**src/rtl/cbm_pkg.sv**
```systemverilog
// shared types and constants for the cartridge bank mapper
package cbm_pkg;

  localparam int unsigned ROM_ADDRESS_BITS = 21;
  localparam int unsigned NumRegions = 8;
  localparam int unsigned RegionW = 3;
  localparam int unsigned BlockW = 8;
  localparam int unsigned OffsetW = 13;
  localparam int unsigned RomAddrW = 21;
  localparam int unsigned CfgIdxW = 1;
  localparam int unsigned CfgDataW = 8;

  typedef enum logic [2:0] {
    MapGen8k    = 3'd0,
    MapGen16k   = 3'd1,
    MapScc8k    = 3'd2,
    MapPlain8k  = 3'd3,
    MapAscii8k  = 3'd4,
    MapAscii16k = 3'd5,
    MapDac      = 3'd6,
    MapPlainRom = 3'd7
  } mapper_e;

  localparam logic [CfgIdxW-1:0] CfgMapperType = 1'b0;
  localparam logic [CfgIdxW-1:0] CfgBlockMask  = 1'b1;

  localparam logic [2:0] ResetMapperType = 3'd7;
  localparam logic [BlockW-1:0] ResetBlockMask = 8'd3;

  localparam logic [5:0] SndKey = 6'h3F;

  typedef struct packed {
    logic [RomAddrW-1:0] rom_address;
    logic                mapped;
    logic                sound_chip_access;
    logic                dac_write;
    logic [7:0]          register_offset;
    logic [7:0]          forwarded_data;
  } result_t;

  typedef struct packed {
    logic [NumRegions-1:0][BlockW-1:0] blocks;
    logic [NumRegions-1:0]             valid;
  } layout_t;

endpackage

```
**src/rtl/cartridge_bank_mapper.sv**
```systemverilog
// cartridge bank mapper: bus access decode, bank table and result queue
// a request's result enters the queue at the accepting edge and is offered from then on
// throughput: one request per cycle unless stalled; update and translation in the same cycle
// a two-entry result queue takes requests until two results wait unread, then stalls
// reset: plain rom layout with a block mask of three, sound chip disabled, queue empty
// any register write reloads the reset layout for the new setting and disables the sound chip
module cartridge_bank_mapper import cbm_pkg::*; (
  input  logic                clk_i,
  input  logic                rst_ni,
  input  logic                in_valid_i,
  output logic                in_ready_o,
  input  logic                kind_i,
  input  logic [15:0]         address_i,
  input  logic [7:0]          data_i,
  output logic                out_valid_o,
  input  logic                out_ready_i,
  output logic [RomAddrW-1:0] rom_address_o,
  output logic                mapped_o,
  output logic                sound_chip_access_o,
  output logic                dac_write_o,
  output logic [7:0]          register_offset_o,
  output logic [7:0]          forwarded_data_o,
  input  logic                cfg_we_i,
  input  logic [CfgIdxW-1:0]  cfg_index_i,
  input  logic [CfgDataW-1:0] cfg_data_i
);

  localparam logic [RomAddrW-1:0] RomAddrMask =
      RomAddrW'((64'd1 << ROM_ADDRESS_BITS) - 64'd1);

  function automatic layout_t build_layout(mapper_e mt, logic [BlockW-1:0] mask);
    layout_t lay;
    logic [BlockW-1:0] idx;
    for (int i = 0; i < NumRegions; i++) begin
      idx = BlockW'(i);
      lay.blocks[i] = '0;
      lay.valid[i] = 1'b0;
      if (mt != MapPlainRom) begin
        if (i >= 2 && i <= 5) begin
          lay.blocks[i] = (idx - BlockW'(2)) & mask;
          lay.valid[i] = 1'b1;
        end
      end else begin
        lay.valid[i] = 1'b1;
        if (mask == '0) begin
          lay.blocks[i] = '0;
        end else if (mask == BlockW'(1)) begin
          lay.blocks[i] = idx & BlockW'(1) & mask;
        end else if (mask <= BlockW'(3)) begin
          lay.blocks[i] = ((idx & BlockW'(1)) | ((idx >> 1) & BlockW'(2))) & mask;
        end else begin
          lay.blocks[i] = idx & mask;
        end
      end
    end
    return lay;
  endfunction

  mapper_e               type_q;
  logic [BlockW-1:0]     mask_q;
  layout_t               tab_q, tab_d;
  logic                  snd_en_q, snd_en_d;

  logic                  in_fire, out_fire;
  logic                  window;
  logic [RegionW-1:0]    rd_region;
  logic                  wr_a_en, wr_b_en;
  logic [RegionW-1:0]    wr_a_idx;
  logic [BlockW-1:0]     wr_a_blk, wr_b_blk, pair_blk;
  logic                  snd_we, snd_val;
  logic [15:0]           scc_sub;
  result_t               res;

  result_t               queue_q [2];
  logic                  wr_ptr_q, rd_ptr_q;
  logic [1:0]            count_q;

  assign in_fire  = in_valid_i && in_ready_o;
  assign out_fire = out_valid_o && out_ready_i;

  assign window    = (type_q == MapScc8k) && snd_en_q && (address_i[15:11] == 5'b10011);
  assign rd_region = address_i[15:13];
  assign pair_blk  = {data_i[6:0], 1'b0} & mask_q;
  assign snd_val   = (data_i[5:0] == SndKey);
  assign scc_sub   = address_i - 16'h1000;

  // write decode per scheme
  always_comb begin
    wr_a_en  = 1'b0;
    wr_b_en  = 1'b0;
    wr_a_idx = rd_region;
    wr_a_blk = data_i & mask_q;
    wr_b_blk = (pair_blk + BlockW'(1)) & mask_q;
    snd_we   = 1'b0;
    if (kind_i) begin
      case (type_q)
        MapGen8k: begin
          if (address_i >= 16'h4000 && address_i <= 16'hBFFF) begin
            wr_a_en = 1'b1;
            snd_we  = (address_i[15:13] == 3'b100);
          end
        end
        MapGen16k: begin
          if (address_i >= 16'h4000 && address_i <= 16'hBFFF) begin
            wr_a_en  = 1'b1;
            wr_b_en  = 1'b1;
            wr_a_idx = {address_i[15:14], 1'b0};
            wr_a_blk = pair_blk;
          end
        end
        MapScc8k: begin
          if (!window && address_i >= 16'h5000 && address_i <= 16'hC000) begin
            snd_we   = (address_i[15:11] == 5'b10010);
            wr_a_en  = (address_i[12:11] == 2'b10);
            wr_a_idx = scc_sub[15:13];
          end
        end
        MapPlain8k: begin
          wr_a_en = address_i >= 16'h6000 && address_i <= 16'hA000 &&
                    address_i[12:0] == '0;
        end
        MapAscii8k: begin
          if (address_i >= 16'h6000 && address_i <= 16'h7FFF) begin
            wr_a_en  = 1'b1;
            wr_a_idx = {1'b0, address_i[12:11]} + RegionW'(2);
          end
        end
        MapAscii16k: begin
          if (address_i >= 16'h6000 && address_i <= 16'h77FF && !address_i[11]) begin
            wr_a_en  = 1'b1;
            wr_b_en  = 1'b1;
            wr_a_idx = address_i[12] ? RegionW'(4) : RegionW'(2);
            wr_a_blk = pair_blk;
          end
        end
        default: begin
        end
      endcase
    end
  end

  // result of the access against the table before this request
  always_comb begin
    res = '0;
    if (!kind_i) begin
      if (window) begin
        res.sound_chip_access = 1'b1;
        res.register_offset   = address_i[7:0];
      end else if (tab_q.valid[rd_region]) begin
        res.mapped      = 1'b1;
        res.rom_address = {tab_q.blocks[rd_region], address_i[12:0]} & RomAddrMask;
      end
    end else if (window) begin
      res.sound_chip_access = 1'b1;
      res.register_offset   = address_i[7:0];
      res.forwarded_data    = data_i;
    end else if (type_q == MapDac) begin
      res.dac_write      = 1'b1;
      res.forwarded_data = data_i;
    end
  end

  always_comb begin
    tab_d    = tab_q;
    snd_en_d = snd_en_q;
    if (in_fire) begin
      if (wr_a_en) begin
        tab_d.blocks[wr_a_idx] = wr_a_blk;
        tab_d.valid[wr_a_idx]  = 1'b1;
      end
      if (wr_b_en) begin
        tab_d.blocks[wr_a_idx + RegionW'(1)] = wr_b_blk;
        tab_d.valid[wr_a_idx + RegionW'(1)]  = 1'b1;
      end
      if (snd_we) begin
        snd_en_d = snd_val;
      end
    end
  end

  always_ff @(posedge clk_i or negedge rst_ni) begin
    if (!rst_ni) begin
      type_q   <= MapPlainRom;
      mask_q   <= ResetBlockMask;
      tab_q    <= build_layout(mapper_e'(ResetMapperType), ResetBlockMask);
      snd_en_q <= 1'b0;
    end else if (cfg_we_i) begin
      snd_en_q <= 1'b0;
      case (cfg_index_i)
        CfgMapperType: begin
          type_q <= mapper_e'(cfg_data_i[2:0]);
          tab_q  <= build_layout(mapper_e'(cfg_data_i[2:0]), mask_q);
        end
        CfgBlockMask: begin
          mask_q <= cfg_data_i;
          tab_q  <= build_layout(type_q, cfg_data_i);
        end
        default: begin
        end
      endcase
    end else begin
      tab_q    <= tab_d;
      snd_en_q <= snd_en_d;
    end
  end

  // two-entry result queue
  always_ff @(posedge clk_i or negedge rst_ni) begin
    if (!rst_ni) begin
      wr_ptr_q <= 1'b0;
      rd_ptr_q <= 1'b0;
      count_q  <= 2'd0;
    end else begin
      if (in_fire) begin
        wr_ptr_q <= !wr_ptr_q;
      end
      if (out_fire) begin
        rd_ptr_q <= !rd_ptr_q;
      end
      count_q <= count_q + {1'b0, in_fire} - {1'b0, out_fire};
    end
  end

  always_ff @(posedge clk_i) begin
    if (in_fire) begin
      queue_q[wr_ptr_q] <= res;
    end
  end

  assign in_ready_o          = (count_q != 2'd2);
  assign out_valid_o         = (count_q != 2'd0);
  assign rom_address_o       = queue_q[rd_ptr_q].rom_address;
  assign mapped_o            = queue_q[rd_ptr_q].mapped;
  assign sound_chip_access_o = queue_q[rd_ptr_q].sound_chip_access;
  assign dac_write_o         = queue_q[rd_ptr_q].dac_write;
  assign register_offset_o   = queue_q[rd_ptr_q].register_offset;
  assign forwarded_data_o    = queue_q[rd_ptr_q].forwarded_data;

  a_count_range: assert property (@(posedge clk_i) disable iff (!rst_ni)
    count_q != 2'd3)
    else $error("result queue count out of range");

  a_fill_shows: assert property (@(posedge clk_i) disable iff (!rst_ni)
    in_fire |=> out_valid_o)
    else $error("accepted request left no result");

  a_excl: assert property (@(posedge clk_i) disable iff (!rst_ni)
    out_valid_o |-> !(mapped_o && (sound_chip_access_o || dac_write_o)))
    else $error("result both mapped and forwarded");

  a_cfg_snd: assert property (@(posedge clk_i) disable iff (!rst_ni)
    cfg_we_i |=> !snd_en_q)
    else $error("sound chip enable survived register write");

  a_dac_type: assert property (@(posedge clk_i) disable iff (!rst_ni)
    (out_valid_o && dac_write_o) |-> (type_q == MapDac))
    else $error("dac write outside dac scheme");

endmodule

```
**config.mk**
```make
export PLATFORM = sky130hd
export DESIGN_NAME = cartridge_bank_mapper
export DESIGN_NICKNAME = d
export VERILOG_FILES = /design/src/rtl/cbm_pkg.sv /design/src/rtl/cartridge_bank_mapper.sv
export SDC_FILE = /design/constraint.sdc
export NUM_CORES = 1
export LEC_CHECK = 0
export ABC_AREA = 1
export BUFFER_PORTS_ARGS = -buffer_cell sky130_fd_sc_hd__buf_2
export CORE_MARGIN = 5
export CORE_UTILIZATION = 55
export DETAILED_ROUTE_END_ITERATION = 6
export GPL_ROUTABILITY_DRIVEN = 0
export MAX_ROUTING_LAYER = met4
export PLACE_DENSITY = 0.84
export SLEW_MARGIN = 20
export SYNTH_ARGS = -nofsm -noshare
export SYNTH_HDL_FRONTEND = slang
export SYNTH_SLANG_ARGS = --single-unit
export TNS_END_PERCENT = 10
```
**constraint.sdc**
```tcl
create_clock -name clk_i -period 2.7 [get_ports clk_i]
set_input_delay 0.81 -clock clk_i [delete_from_list [all_inputs] [get_ports clk_i]]
set_output_delay 0.81 -clock clk_i [all_outputs]
set_load 0.02 [all_outputs]
```
==> results of run 1 <==
## metal layers
| layer | vias up | global-route usage (%) |
|---|---|---|
| li1 | 4432 | - |
| met1 | 4522 | 35.8 |
| met2 | 755 | 45.7 |
| met3 | 192 | 5.95 |
| met4 | 0 | 14.3 |
| met5 | - | - |
## worst paths after layout
path / from / end / cells past startpoint
worst min register to register: tab_q[39] / tab_q[39] / 2
max in group asynchronous: rst_ni / tab_q[16] / 2
min in group clk_i: tab_q[39] / tab_q[39] / 2
worst max-delay path: address_i[2] / tab_q[16] / 19
worst min-delay path: rst_ni / tab_q[51] / 1
worst max register to register: type_q[1] / tab_q[6] / 15
## power groups by stage
| stage | combinational (uW) | sequential, uW | clock (uW) |
|---|---|---|---|
| after floorplan | 1830 | 3380 | 0 |
| after global placement | 2820 | 3410 | 0 |
| after detailed placement | 2890 | 3420 | 0 |
| after CTS | 2930 | 3380 | 2460 |
| after global routing | 3370 | 3420 | 2570 |
| final | 3130 | 3390 | 2440 |
## worst max-delay path: cells and delay by family
family / cells / cell delay [ns]
AND/OR/NAND/NOR: 13 / 1.35
buffers and inverters: 4 / 0.42
adder cells (fa/ha/maj): 1 / 0.36
AO/OA/AOI/OAI: 1 / 0.18
## through the flow
step	total power, uW	area (sq um)	utilization, %	worst slack [ns]	cells
6_report	8960	12300	71.3	-0.0717	1658
5_1_grt	9370	12300	71.3	-0.161	1658
4_1_cts	8760	11700	68.1	-0.0462	1639
3_5_place_dp	6310	11100	64.6	-0.551	1607
3_3_place_gp	6230	11100	64.6	-0.466	1607
2_1_floorplan	5210	9820	-	-0.382	1246
## repair_timing
action,CTS,global route
hold buffers,0,0
gates resized for setup,8,113
buffers inserted,0,16
setup endpoints to repair,43,72
pin swaps,4,38
gates cloned,0,3
## cell type report
class	count	area [sq um]	area share (%)
well taps	225	282	2.29
repair buffers	206	1550	12.6
flip-flops and latches	168	4630	37.7
multi-input cells	887	4700	38.2
clock buffers	18	429	3.49
clock inverters	14	154	1.25
inverters	140	553	4.50
## cells by family (layout without fill, tap and decap cells)
logic type | count (synthesis) | in the layout | share of synthesized area (%)
AO/OA/AOI/OAI | 242 | 242 | 14.4
buffers and inverters | 194 | 378 | 8.40
AND/OR/NAND/NOR | 628 | 631 | 27.5
XOR/XNOR | 4 | 4 | 0.363
flip-flops | 168 | 168 | 48.0
adder cells (fa/ha/maj) | 10 | 10 | 1.30
## synthesized netlist by cell type (5+ instances only)
library cell               number
sky130_fd_sc_hd__dfrtp_1       67
sky130_fd_sc_hd__ha_1          10
sky130_fd_sc_hd__clkbuf_1      33
sky130_fd_sc_hd__dfstp_2       21
sky130_fd_sc_hd__nand4_1       16
sky130_fd_sc_hd__nand3_1       52
sky130_fd_sc_hd__nand2_4        5
sky130_fd_sc_hd__nand3_2        5
sky130_fd_sc_hd__edfxtp_1      80
sky130_fd_sc_hd__nor3_1        13
sky130_fd_sc_hd__nand2_2       15
sky130_fd_sc_hd__o21ai_1       43
sky130_fd_sc_hd__buf_2          5
sky130_fd_sc_hd__inv_1        132
sky130_fd_sc_hd__o21ai_2       12
sky130_fd_sc_hd__a21oi_1       51
sky130_fd_sc_hd__nor2_1       105
sky130_fd_sc_hd__nor2_4         6
sky130_fd_sc_hd__inv_2          7
sky130_fd_sc_hd__nand2_1      403
sky130_fd_sc_hd__buf_6          8
sky130_fd_sc_hd__o21ai_0       93
sky130_fd_sc_hd__o211ai_1      26
## registers in the layout (all words and copies together), names as in the netlist
| register | count |
|---|---|
| queue_q | 80 |
| tab_q | 72 |
| mask_q | 8 |
| type_q | 3 |
| count_q | 2 |
| rd_ptr_q | 1 |
| snd_en_q | 1 |
| wr_ptr_q | 1 |
==> impl_summary.txt, run 1 <==
----------------------------------------------------
[Floorplanning]
  Number of primary I/O pins ... 81
  Width of the chip ... 142 um
  DIE AREA ... 20300 sq um
  Cell row count ... 48
  Chip height ... 142 um
  Standard cell core area ... 17200 sq um
  Initial Utilization ... 55.9%

[Worst setup path]
  Highest net fanout along the worst path ... 6
  Critical setup path kind ... input pin to flip-flop
  Highest cell delay on the worst timing path ... 0.36 ns
  Slowest cell on crit path ... sky130_fd_sc_hd__ha_4
  CP endpoint kind ... flip-flop
  Crit start category ... input pin
  Arrival time at the worst endpoint ... 3.13 ns
  Cell-by-cell trace of the critical path ... buf_2 > nor2_2 > nand2_1 > nor2_1 > nand2_2 > nand2_4 > nand3_2 > nand2_2 > nand4_1 > nand2_2 > nand2_4 > ha_4 > inv_4 > buf_4 > nand4_1 > nand2_1 > inv_1 > nand2_1 > a21oi_1
  Worst path required time ... 3.06 ns
  Slack of the worst reg-to-reg path ... -0.01 ns

[Logic synthesis]
  Synth async-reset ratio ... 52.4%
  Synth top area share ... 24.9%
  Cell taking the most area after synthesis ... sky130_fd_sc_hd__edfxtp_1
  Largest cells by area after synthesis ... sky130_fd_sc_hd__edfxtp_1, sky130_fd_sc_hd__dfrtp_1, sky130_fd_sc_hd__nand2_1, sky130_fd_sc_hd__dfstp_2, sky130_fd_sc_hd__inv_1
  Cells after Synth ... 1246
  Library cells used by synthesis ... 42
  Post-synthesis sequential area ratio ... 48.0%
  Total nets after synthesis ... 1295
  Cell area after synthesis ... 9640 sq um
  Synth Warn # ... 0
  Most used flip-flop cell after synthesis ... sky130_fd_sc_hd__edfxtp_1
  Syn Area/Cell ... 7.74 sq um
  Number of enable-type register cells in the synthesized netlist ... 80
  Flip-flop and latch count after synthesis ... 168

[CTS]
  Clock network latency to the later pin of the worst-skew pair ... 0.45 ns
  Maximum level of the CTS H-tree ... 4
  TritonCTS buffer count ... 17
  Number of clock sinks ... 168
  Clk pin slew, worst setup/hold paths ... 0.07 ns
  TritonCTS clock tree ... done
  Longest Clk Path Bufs ... 2
  Root buffer cell ... sky130_fd_sc_hd__clkbuf_16

[Pwr]
  Switching power of the nets ... 3450 uW
  Clock network fraction of total power ... 27.2%
  Proportion of power drawn by flip-flops and latches ... 37.8%
  Leakage power figure ... 0.00561 uW
  Power Dens Cells ... 729 nW/um^2
  Cell Int Power ... 5520 uW
  Switching share of power ... 38.5%
  Highest ir drop seen on vdd ... 0.000504 V
  Combinational group share of total power ... 35.0%

[Flow run]
  Maximum Capacitance Violations ... 0

[Place]
  Count of buffers inserted at the top-level ports ... 80
  Half-perimeter wire length of the detailed placement result ... 19700 um

[GRT]
  Initial antenna violation count ... 0
  Total grt overflow ... 0
  Global-route wire length before repair ... 45100 um
  Number of global-route vias before repair ... 8995
  GR Util All Layers ... 29.0%
  Maximum number of pins on one net before global-route repair ... 55

[STA]
  Period utilisation layout ... 103%
  Max-slew headroom ... 44.3%
  Final count of pins violating max slew ... 0
  Top achievable clock speed ... 361 MHz
  Hold slack ... 0.358 ns
  Maximum clock skew at final layout ... 0.00923 ns
  Min cycle time layout ... 2.77 ns
  Slew @ Worst Pin ... 0.836 ns
  Number of failing setup endpoints in the final timing report ... 21
  Crit path setup slack, layout ... -0.0717 ns
  Final Hold Vio Count ... 0
  Total Negative Setup Slacks ... -0.554 ns
  RSZ-0062 raised after global routing ... true

[Routing]
  Top Layer Used ... met4
  DRC violation total after the first TritonRoute iteration ... 1425
  Sum of met3 wire segment lengths after detailed routing ... 3410 um
  Via count normalized by instance count ... 5.97
  1st-pass router iterations ... 6
  Routed length per instance ... 18.6 um
  Via count ... 9901
  Number of remaining DRC errors ... 0
  Total detailed-routing wirelength ... 30900 um
  Antenna-violating nets left ... 0
  Routed metal-1 wire length ... 11100 um
  DR WL met2 ... 14600 um

[Final layout]
  Most common cell after layout, fill and taps aside ... sky130_fd_sc_hd__nand2_1
  Fill cell instance count of the final layout ... 1158
  Total Nets Final ... 1469
  Diodes inserted ... 0
  Fraction of layout instances using a drive strength above 1 ... 27.7%
  Synth-to-Final Area Change ... 27.6%
  Most frequent cells in the layout ... sky130_fd_sc_hd__nand2_1, sky130_fd_sc_hd__inv_1, sky130_fd_sc_hd__buf_4

[Worst hold path]
  Worst min-delay path category ... input pin to asynchronous set/reset pin

[Status]
  Violations in the final reports ... negative setup slack
  Status ... finished, violations left

----------------------------------------------------
No activity file was read; power rests on OpenSTA's default activity.
==> run 2, diff against run 1 <==
Settings changed: CORE_UTILIZATION 55 to 59, PLACE_DENSITY 0.84 to 0.86.
Clock period 2.7 ns to 3.55 ns, I/O delays scaled along.
==> run 2 against run 1 <==
The flow now finishes without violations. Critical path type is now flip-flop to output port. First-iteration DRC count decreased by 16%. Critical endpoint is now forwarded_data_o[3]. Largest cell class is now flip-flops and latches. Power decreased by 26%. Clock-buffer cell count rose by 1. Sequential power down 24%. Sequential share of layout area up 4.2 points.
==> impl_summary.txt, run 2 (synthesized netlist as in run 1, its figures left out) <==
----------------------------------------------------
[Final layout]
  Fraction of layout instances using a drive strength above 1 ... 18.3% (-9.4 points)
  Total Nets Final ... 1389 (-5.4%)
  Diodes inserted ... 0 (unchanged)
  Synth-to-Final Area Change ... 14.9%
  Flip-flop count of the largest register after layout ... 80 (unchanged)
  Most frequent cells in the layout ... sky130_fd_sc_hd__nand2_1, sky130_fd_sc_hd__inv_1, sky130_fd_sc_hd__nor2_1
  Most common cell after layout, fill and taps aside ... sky130_fd_sc_hd__nand2_1
  Fill cell instance count of the final layout ... 1249 (+7.9%)
  Top flop regs ... queue_q x80, tab_q x72, mask_q x8
  Largest register by flop count ... queue_q

[Worst setup path]
  Crit start category ... flip-flop
  Arrival time at the worst endpoint ... 2.31 ns (-0.82 ns)
  CP endpoint kind ... output port
  Highest net fanout along the worst path ... 33 (+27)
  Worst-case reg-to-reg path depth ... 18 (+3)
  Critical setup path kind ... flip-flop to output port
  Worst path required time ... 2.48 ns (-0.58 ns)

[Worst hold path]
  Instance count along the most critical hold path ... 2
  Worst min-delay path category ... flip-flop to flip-flop

[Floorplanning]
  Initial Utilization ... 60.5% (+4.5 points)
  Width of the chip ... 138 um (-3.2%)
  Standard cell core area ... 15900 sq um (-7.5%)
  Chip height ... 138 um (-3.2%)
  Cell row count ... 46 (-4.2%)
  Number of primary I/O pins ... 81 (unchanged)
  DIE AREA ... 19000 sq um (-6.3%)

[Pwr]
  Highest ir drop seen on vdd ... 0.000352 V (-30%)
  Power Dens Cells ... 597 nW/um^2 (-18%)
  Leakage power figure ... 0.00509 uW (-9.3%)
  Total power draw ... 6620 uW (-26%)

[GRT]
  Most crowded layer after global routing ... met2
  Met2 track demand over resource ... 46.7% (+1.1 points)
  GR Util All Layers ... 29.6% (+0.62 points)
  Met1 usage in global routing ... 38.1% (+2.3 points)
  Global-route wire length before repair ... 42900 um (-4.9%)
  Number of global-route vias before repair ... 8697 (-3.3%)
  Total grt overflow ... 0 (unchanged)
  Maximum number of pins on one net before global-route repair ... 56 (+1.8%)
  Met3 GRT Util ... 6.94% (+0.99 points)
  Initial antenna violation count ... 0 (unchanged)

[Routing]
  Via count normalized by instance count ... 5.75 (-3.7%)
  Routed length per instance ... 16.8 um (-9.7%)
  DRC violation total after the first TritonRoute iteration ... 1198 (-16%)
  Antenna-violating nets left ... 0 (unchanged)
  1st-pass router iterations ... 6 (unchanged)
  Number of remaining DRC errors ... 0 (unchanged)
  Total detailed-routing wirelength ... 26400 um (-15%)
  Via count ... 9022 (-8.9%)

[CTS]
  Post-CTS Repair Setup Buffers ... 0 (unchanged)
  Number of clock sinks ... 168 (unchanged)
  TritonCTS buffer count ... 17 (unchanged)
  Root buffer cell ... sky130_fd_sc_hd__clkbuf_16
  Resized cells post-CTS ... 0 (-8)
  Clk pin slew, worst setup/hold paths ... 0.07 ns (about the same)
  Longest Clk Path Bufs ... 2 (unchanged)
  Clock network latency to the later pin of the worst-skew pair ... 0.44 ns (about the same)
  Hold buffers post-CTS ... 0 (unchanged)
  Maximum level of the CTS H-tree ... 4 (unchanged)
  TritonCTS clock tree ... done

[STA]
  RSZ-0062 raised after global routing ... false
  Total Negative Setup Slacks ... 0 ns (+0.554 ns)
  Hold slack ... 0.487 ns (+0.129 ns)
  Period utilisation layout ... 95.0%
  Top achievable clock speed ... 297 MHz
  Max-slew headroom ... 35.9% (-8.4 points)
  Slew @ Worst Pin ... 0.956 ns (+0.120 ns)
  Final count of pins violating max slew ... 0 (unchanged)
  Number of failing setup endpoints in the final timing report ... 0 (-100%)
  Min cycle time layout ... 3.37 ns
  Maximum clock skew at final layout ... 0.0106 ns (+0.00141 ns)
  Final Hold Vio Count ... 0 (unchanged)

[Status]
  Status ... completed

[Place]
  Count of buffers inserted at the top-level ports ... 80 (unchanged)
  Half-perimeter wire length of the detailed placement result ... 18600 um (-5.6%)

[Flow run]
  Maximum Capacitance Violations ... 0 (unchanged)

----------------------------------------------------
run 2: stage by stage:
step | std cells | area, sq um | worst slack [ns] | util [%]
finish | 1569 | 11100 | 0.178 | 69.5
CTS | 1569 | 11100 | 0.162 | 69.5
floorplan | 1246 | 9670 | -0.00352 | -
global route | 1569 | 11100 | 0.00673 | 69.5
detailed placement | 1537 | 10500 | -0.0582 | 65.5
global placement | 1537 | 10500 | 0.0652 | 65.5
run 2: per-layer routing:
layer  wire length [um]  part of all wire [%]
met5                  0                     0
met4                799                   3.0
met3               2770                    10
met2              12400                    47
met1              10500                    40
run 2: report_power, final:
group / internal [uW] / switching, uW
logic: 601 / 1460
clock network: 1190 / 791
registers: 2440 / 143
run 2: critical path, cell delays in order (launching register included):
cell and delay [ns]:
sky130_fd_sc_hd__dfrtp_1 0.35, sky130_fd_sc_hd__clkinv_1 0.74, sky130_fd_sc_hd__buf_4 0.49, sky130_fd_sc_hd__nand2_1 0.08, sky130_fd_sc_hd__nand2_1 0.06, sky130_fd_sc_hd__buf_2 0.15
run 2: worst paths after layout:
check,startpoint,slack [ns],endpoint
setup / recovery,rd_ptr_q,0.18,forwarded_data_o[3]
hold / removal,tab_q[67],0.49,tab_q[67]
setup reg to reg,type_q[1],0.57,tab_q[23]
hold reg to reg,tab_q[67],0.49,tab_q[67]
max in group asynchronous,rst_ni,2.07,tab_q[3]
min in group asynchronous,rst_ni,0.68,tab_q[12]
run 2: area by class of cell:
class	instances	area, sq um	area share, %
sequential	168	4630	41.8
inverter	140	526	4.74
multi-input combinational	884	4240	38.3
timing repair buffer	129	783	7.07
tap	216	270	2.44
clock inverter	13	193	1.74
clock buffer	19	433	3.91
==> run 3, diff against run 2 <==
Settings changed: CORE_UTILIZATION 59 to 55, PLACE_DENSITY 0.86 to not set, PLACE_DENSITY_LB_ADDON set to 0.25.
==> run 3 against run 2 <==
Hold slack worse by 0.0040 ns. Combinational power hardly changed. Routed wire length is 0.69% higher. Critical endpoint is now tab_q[38]. Highest routed layer unchanged.
==> impl_summary.txt, run 3 (synthesized netlist as in run 1, its figures left out) <==
----------------------------------------------------
[Worst setup path]
  Crit Reg-Reg Endpoint ... tab_q[38]
  Arrival time at the worst endpoint ... 3.54 ns (+1.23 ns)
  Launch instance of the worst register-to-register path ... type_q[1]
  CP startpoint ... address_i[15]
  CP endpoint kind ... flip-flop
  Slack of the worst reg-to-reg path ... 0.69 ns (+0.12 ns)
  Worst path required time ... 3.91 ns (+1.43 ns)
  Highest net fanout along the worst path ... 11 (-67%)
  Crit start category ... input pin
  Worst-case reg-to-reg path depth ... 14 (-4)
  Critical setup path kind ... input pin to flip-flop

[Pwr]
  Combinational group share of total power ... 31.3% (+0.2 points)
  Power Dens Cells ... 594 nW/um^2 (-0.52%)
  Total power draw ... 6620 uW (about the same)
  Switching share of power ... 36.0% (-0.11 points)
  Leakage power figure ... 0.00510 uW (+0.24%)
  Clock network fraction of total power ... 29.9% (about the same)
  Proportion of power drawn by flip-flops and latches ... 38.8% (-0.2 points)
  Switching power of the nets ... 2380 uW (-0.27%)
  Cell Int Power ... 4230 uW (+0.21%)
  Highest ir drop seen on vdd ... 0.000372 V (+5.7%)

[Final layout]
  Total Nets Final ... 1392 (+0.22%)
  Fill cell instance count of the final layout ... 1493 (+20%)
  Post-route design area ... 11100 sq um (+0.57%)
  Synth-to-Final Area Change ... 15.5%
  Fraction of layout instances using a drive strength above 1 ... 18.5% (+0.18 points)
  Largest register by flop count ... queue_q
  Non-filler cells in the finished layout ... 1582 (+0.83%)
  Flip-flop count of the largest register after layout ... 80 (unchanged)
  Top flop regs ... queue_q x80, tab_q x72, mask_q x8
  End-of-flow core utilization ... 64.6% (-4.9 points)
  Most frequent cells in the layout ... sky130_fd_sc_hd__nand2_1, sky130_fd_sc_hd__inv_1, sky130_fd_sc_hd__nor2_1
  Most common cell after layout, fill and taps aside ... sky130_fd_sc_hd__nand2_1

[CTS]
  Root buffer cell ... sky130_fd_sc_hd__clkbuf_16
  Clock network latency to the later pin of the worst-skew pair ... 0.44 ns (about the same)
  Clk pin slew, worst setup/hold paths ... 0.07 ns (about the same)
  Longest Clk Path Bufs ... 2 (unchanged)
  TritonCTS buffer count ... 17 (unchanged)
  TritonCTS clock tree ... done
  Resized cells post-CTS ... 0 (unchanged)
  Post-CTS Repair Setup Buffers ... 0 (unchanged)
  Maximum level of the CTS H-tree ... 4 (unchanged)
  Hold buffers post-CTS ... 0 (unchanged)
  Number of clock sinks ... 168 (unchanged)

[GRT]
  Met2 track demand over resource ... 43.1% (-3.6 points)
  Maximum number of pins on one net before global-route repair ... 54 (-3.6%)
  Initial antenna violation count ... 1 (+1)
  Most crowded layer after global routing ... met2
  Number of global-route vias before repair ... 8356 (-3.9%)
  Met3 GRT Util ... 5.95% (-0.99 points)
  GR Util All Layers ... 27.8% (-1.9 points)
  Total grt overflow ... 0 (unchanged)
  Met1 usage in global routing ... 36.3% (-1.8 points)
  Global-route wire length before repair ... 43100 um (+0.47%)

[Place]
  Total cell area at the placement stage ... 10500 sq um (+0.56%)
  Count of buffers inserted at the top-level ports ... 80 (unchanged)
  Half-perimeter wire length of the detailed placement result ... 19000 um (+2.3%)
  Inst Count DP ... 1549 (+0.78%)

[Worst hold path]
  Instance count along the most critical hold path ... 2 (unchanged)
  Destination of the worst hold path ... tab_q[69]
  Hold wc startpoint ... tab_q[69]
  Worst min-delay path category ... flip-flop to flip-flop

[Floorplanning]
  Standard cell core area ... 17200 sq um (+8.1%)
  Chip height ... 142 um (+3.3%)
  Number of primary I/O pins ... 81 (unchanged)
  Width of the chip ... 142 um (+3.3%)
  Initial Utilization ... 55.9% (-4.5 points)
  DIE AREA ... 20300 sq um (+6.7%)
  Cell row count ... 48 (+4.3%)

[Routing]
  Via count ... 8769 (-2.8%)
  Total detailed-routing wirelength ... 26600 um (+0.69%)
  1st-pass router iterations ... 7 (+1)
  DRC violation total after the first TritonRoute iteration ... 940 (-22%)
  Via count normalized by instance count ... 5.54 (-3.6%)
  Routed length per instance ... 16.8 um (-0.13%)
  Number of remaining DRC errors ... 0 (unchanged)
  Antenna-violating nets left ... 0 (unchanged)

[STA]
  Max-slew headroom ... 46.2% (+10 points)
  Maximum clock skew at final layout ... 0.00977 ns (-0.000867 ns)
  Total Negative Setup Slacks ... 0 ns (unchanged)
  Number of failing setup endpoints in the final timing report ... 0 (unchanged)
  Slew @ Worst Pin ... 0.807 ns (-0.149 ns)
  Min cycle time layout ... 3.18 ns (-0.195 ns)
  Period utilisation layout ... 89.5% (-5.5 points)
  Top achievable clock speed ... 315 MHz (+6.1%)
  Final Hold Vio Count ... 0 (unchanged)
  RSZ-0062 raised after global routing ... false
  Final count of pins violating max slew ... 0 (unchanged)

[Flow run]
  Maximum Capacitance Violations ... 0 (unchanged)

[Status]
  Status ... completed

----------------------------------------------------
==> run 3: cell type report <==
cell class	instances	area, sq um	area share [%]
Antenna cell	1	2.50	0.0225
Clock buffer	19	433	3.89
Clock inverter	13	194	1.74
Inverter	140	526	4.72
Multi-Input combinational cell	884	4240	38.1
Sequential cell	168	4630	41.6
Tap cell	225	282	2.53
Timing Repair Buffer	132	831	7.46
==> run 3: worst max-delay path: stages <==
cell	delay (ns)
sky130_fd_sc_hd__buf_2	0.12
sky130_fd_sc_hd__inv_1	0.07
sky130_fd_sc_hd__ha_2	0.22
sky130_fd_sc_hd__nand3_1	0.09
sky130_fd_sc_hd__nor2_1	0.12
sky130_fd_sc_hd__nand2_1	0.07
sky130_fd_sc_hd__nand2_1	0.13
sky130_fd_sc_hd__nand4_1	0.12
sky130_fd_sc_hd__nand3_1	0.11
sky130_fd_sc_hd__nand3_1	0.10
sky130_fd_sc_hd__nand2_2	0.11
sky130_fd_sc_hd__nand2_4	0.06
sky130_fd_sc_hd__ha_4	0.18
sky130_fd_sc_hd__inv_1	0.06
sky130_fd_sc_hd__nand3_1	0.09
sky130_fd_sc_hd__nand2_2	0.10
sky130_fd_sc_hd__buf_4	0.13
sky130_fd_sc_hd__nand3_2	0.18
sky130_fd_sc_hd__inv_1	0.21
sky130_fd_sc_hd__nor2_1	0.07
sky130_fd_sc_hd__o21ai_1	0.13
==> run 3: metrics by stage <==
stage                     hold slack [ns]  worst slack, ns
after floorplan                     0.449         -0.00352
after global placement              0.462           0.0907
after detailed placement            0.466          -0.0622
after CTS                           0.484            0.403
after global routing                0.505            0.113
final                               0.483            0.373
==> run 3: power by group through the flow <==
stage | Sequential, uW | Clock [uW] | Combinational (uW)
2_1_floorplan | 2570 | 0 | 1370
3_3_place_gp | 2590 | 0 | 2040
3_5_place_dp | 2600 | 0 | 2070
4_1_cts | 2570 | 2000 | 2080
5_1_grt | 2600 | 2090 | 2280
6_report | 2570 | 1980 | 2070
==> run 3: how the worst max path moves through the flow <==
stage          slack, ns   endpoint  cells past startpoint
2_1_floorplan     -0.004  tab_q[69]                     23
3_3_place_gp        0.09  tab_q[39]                     22
3_5_place_dp       -0.06  tab_q[38]                     21
4_1_cts             0.40  tab_q[38]                     21
5_1_grt             0.11  tab_q[35]                     21
6_report            0.37  tab_q[38]                     21
==> run 3: metal layers <==
layer	up-vias	wire length [um]
met5	-	0
met3	61	2160
li1	4270	-
met4	0	748
met2	414	12500
met1	4024	11200
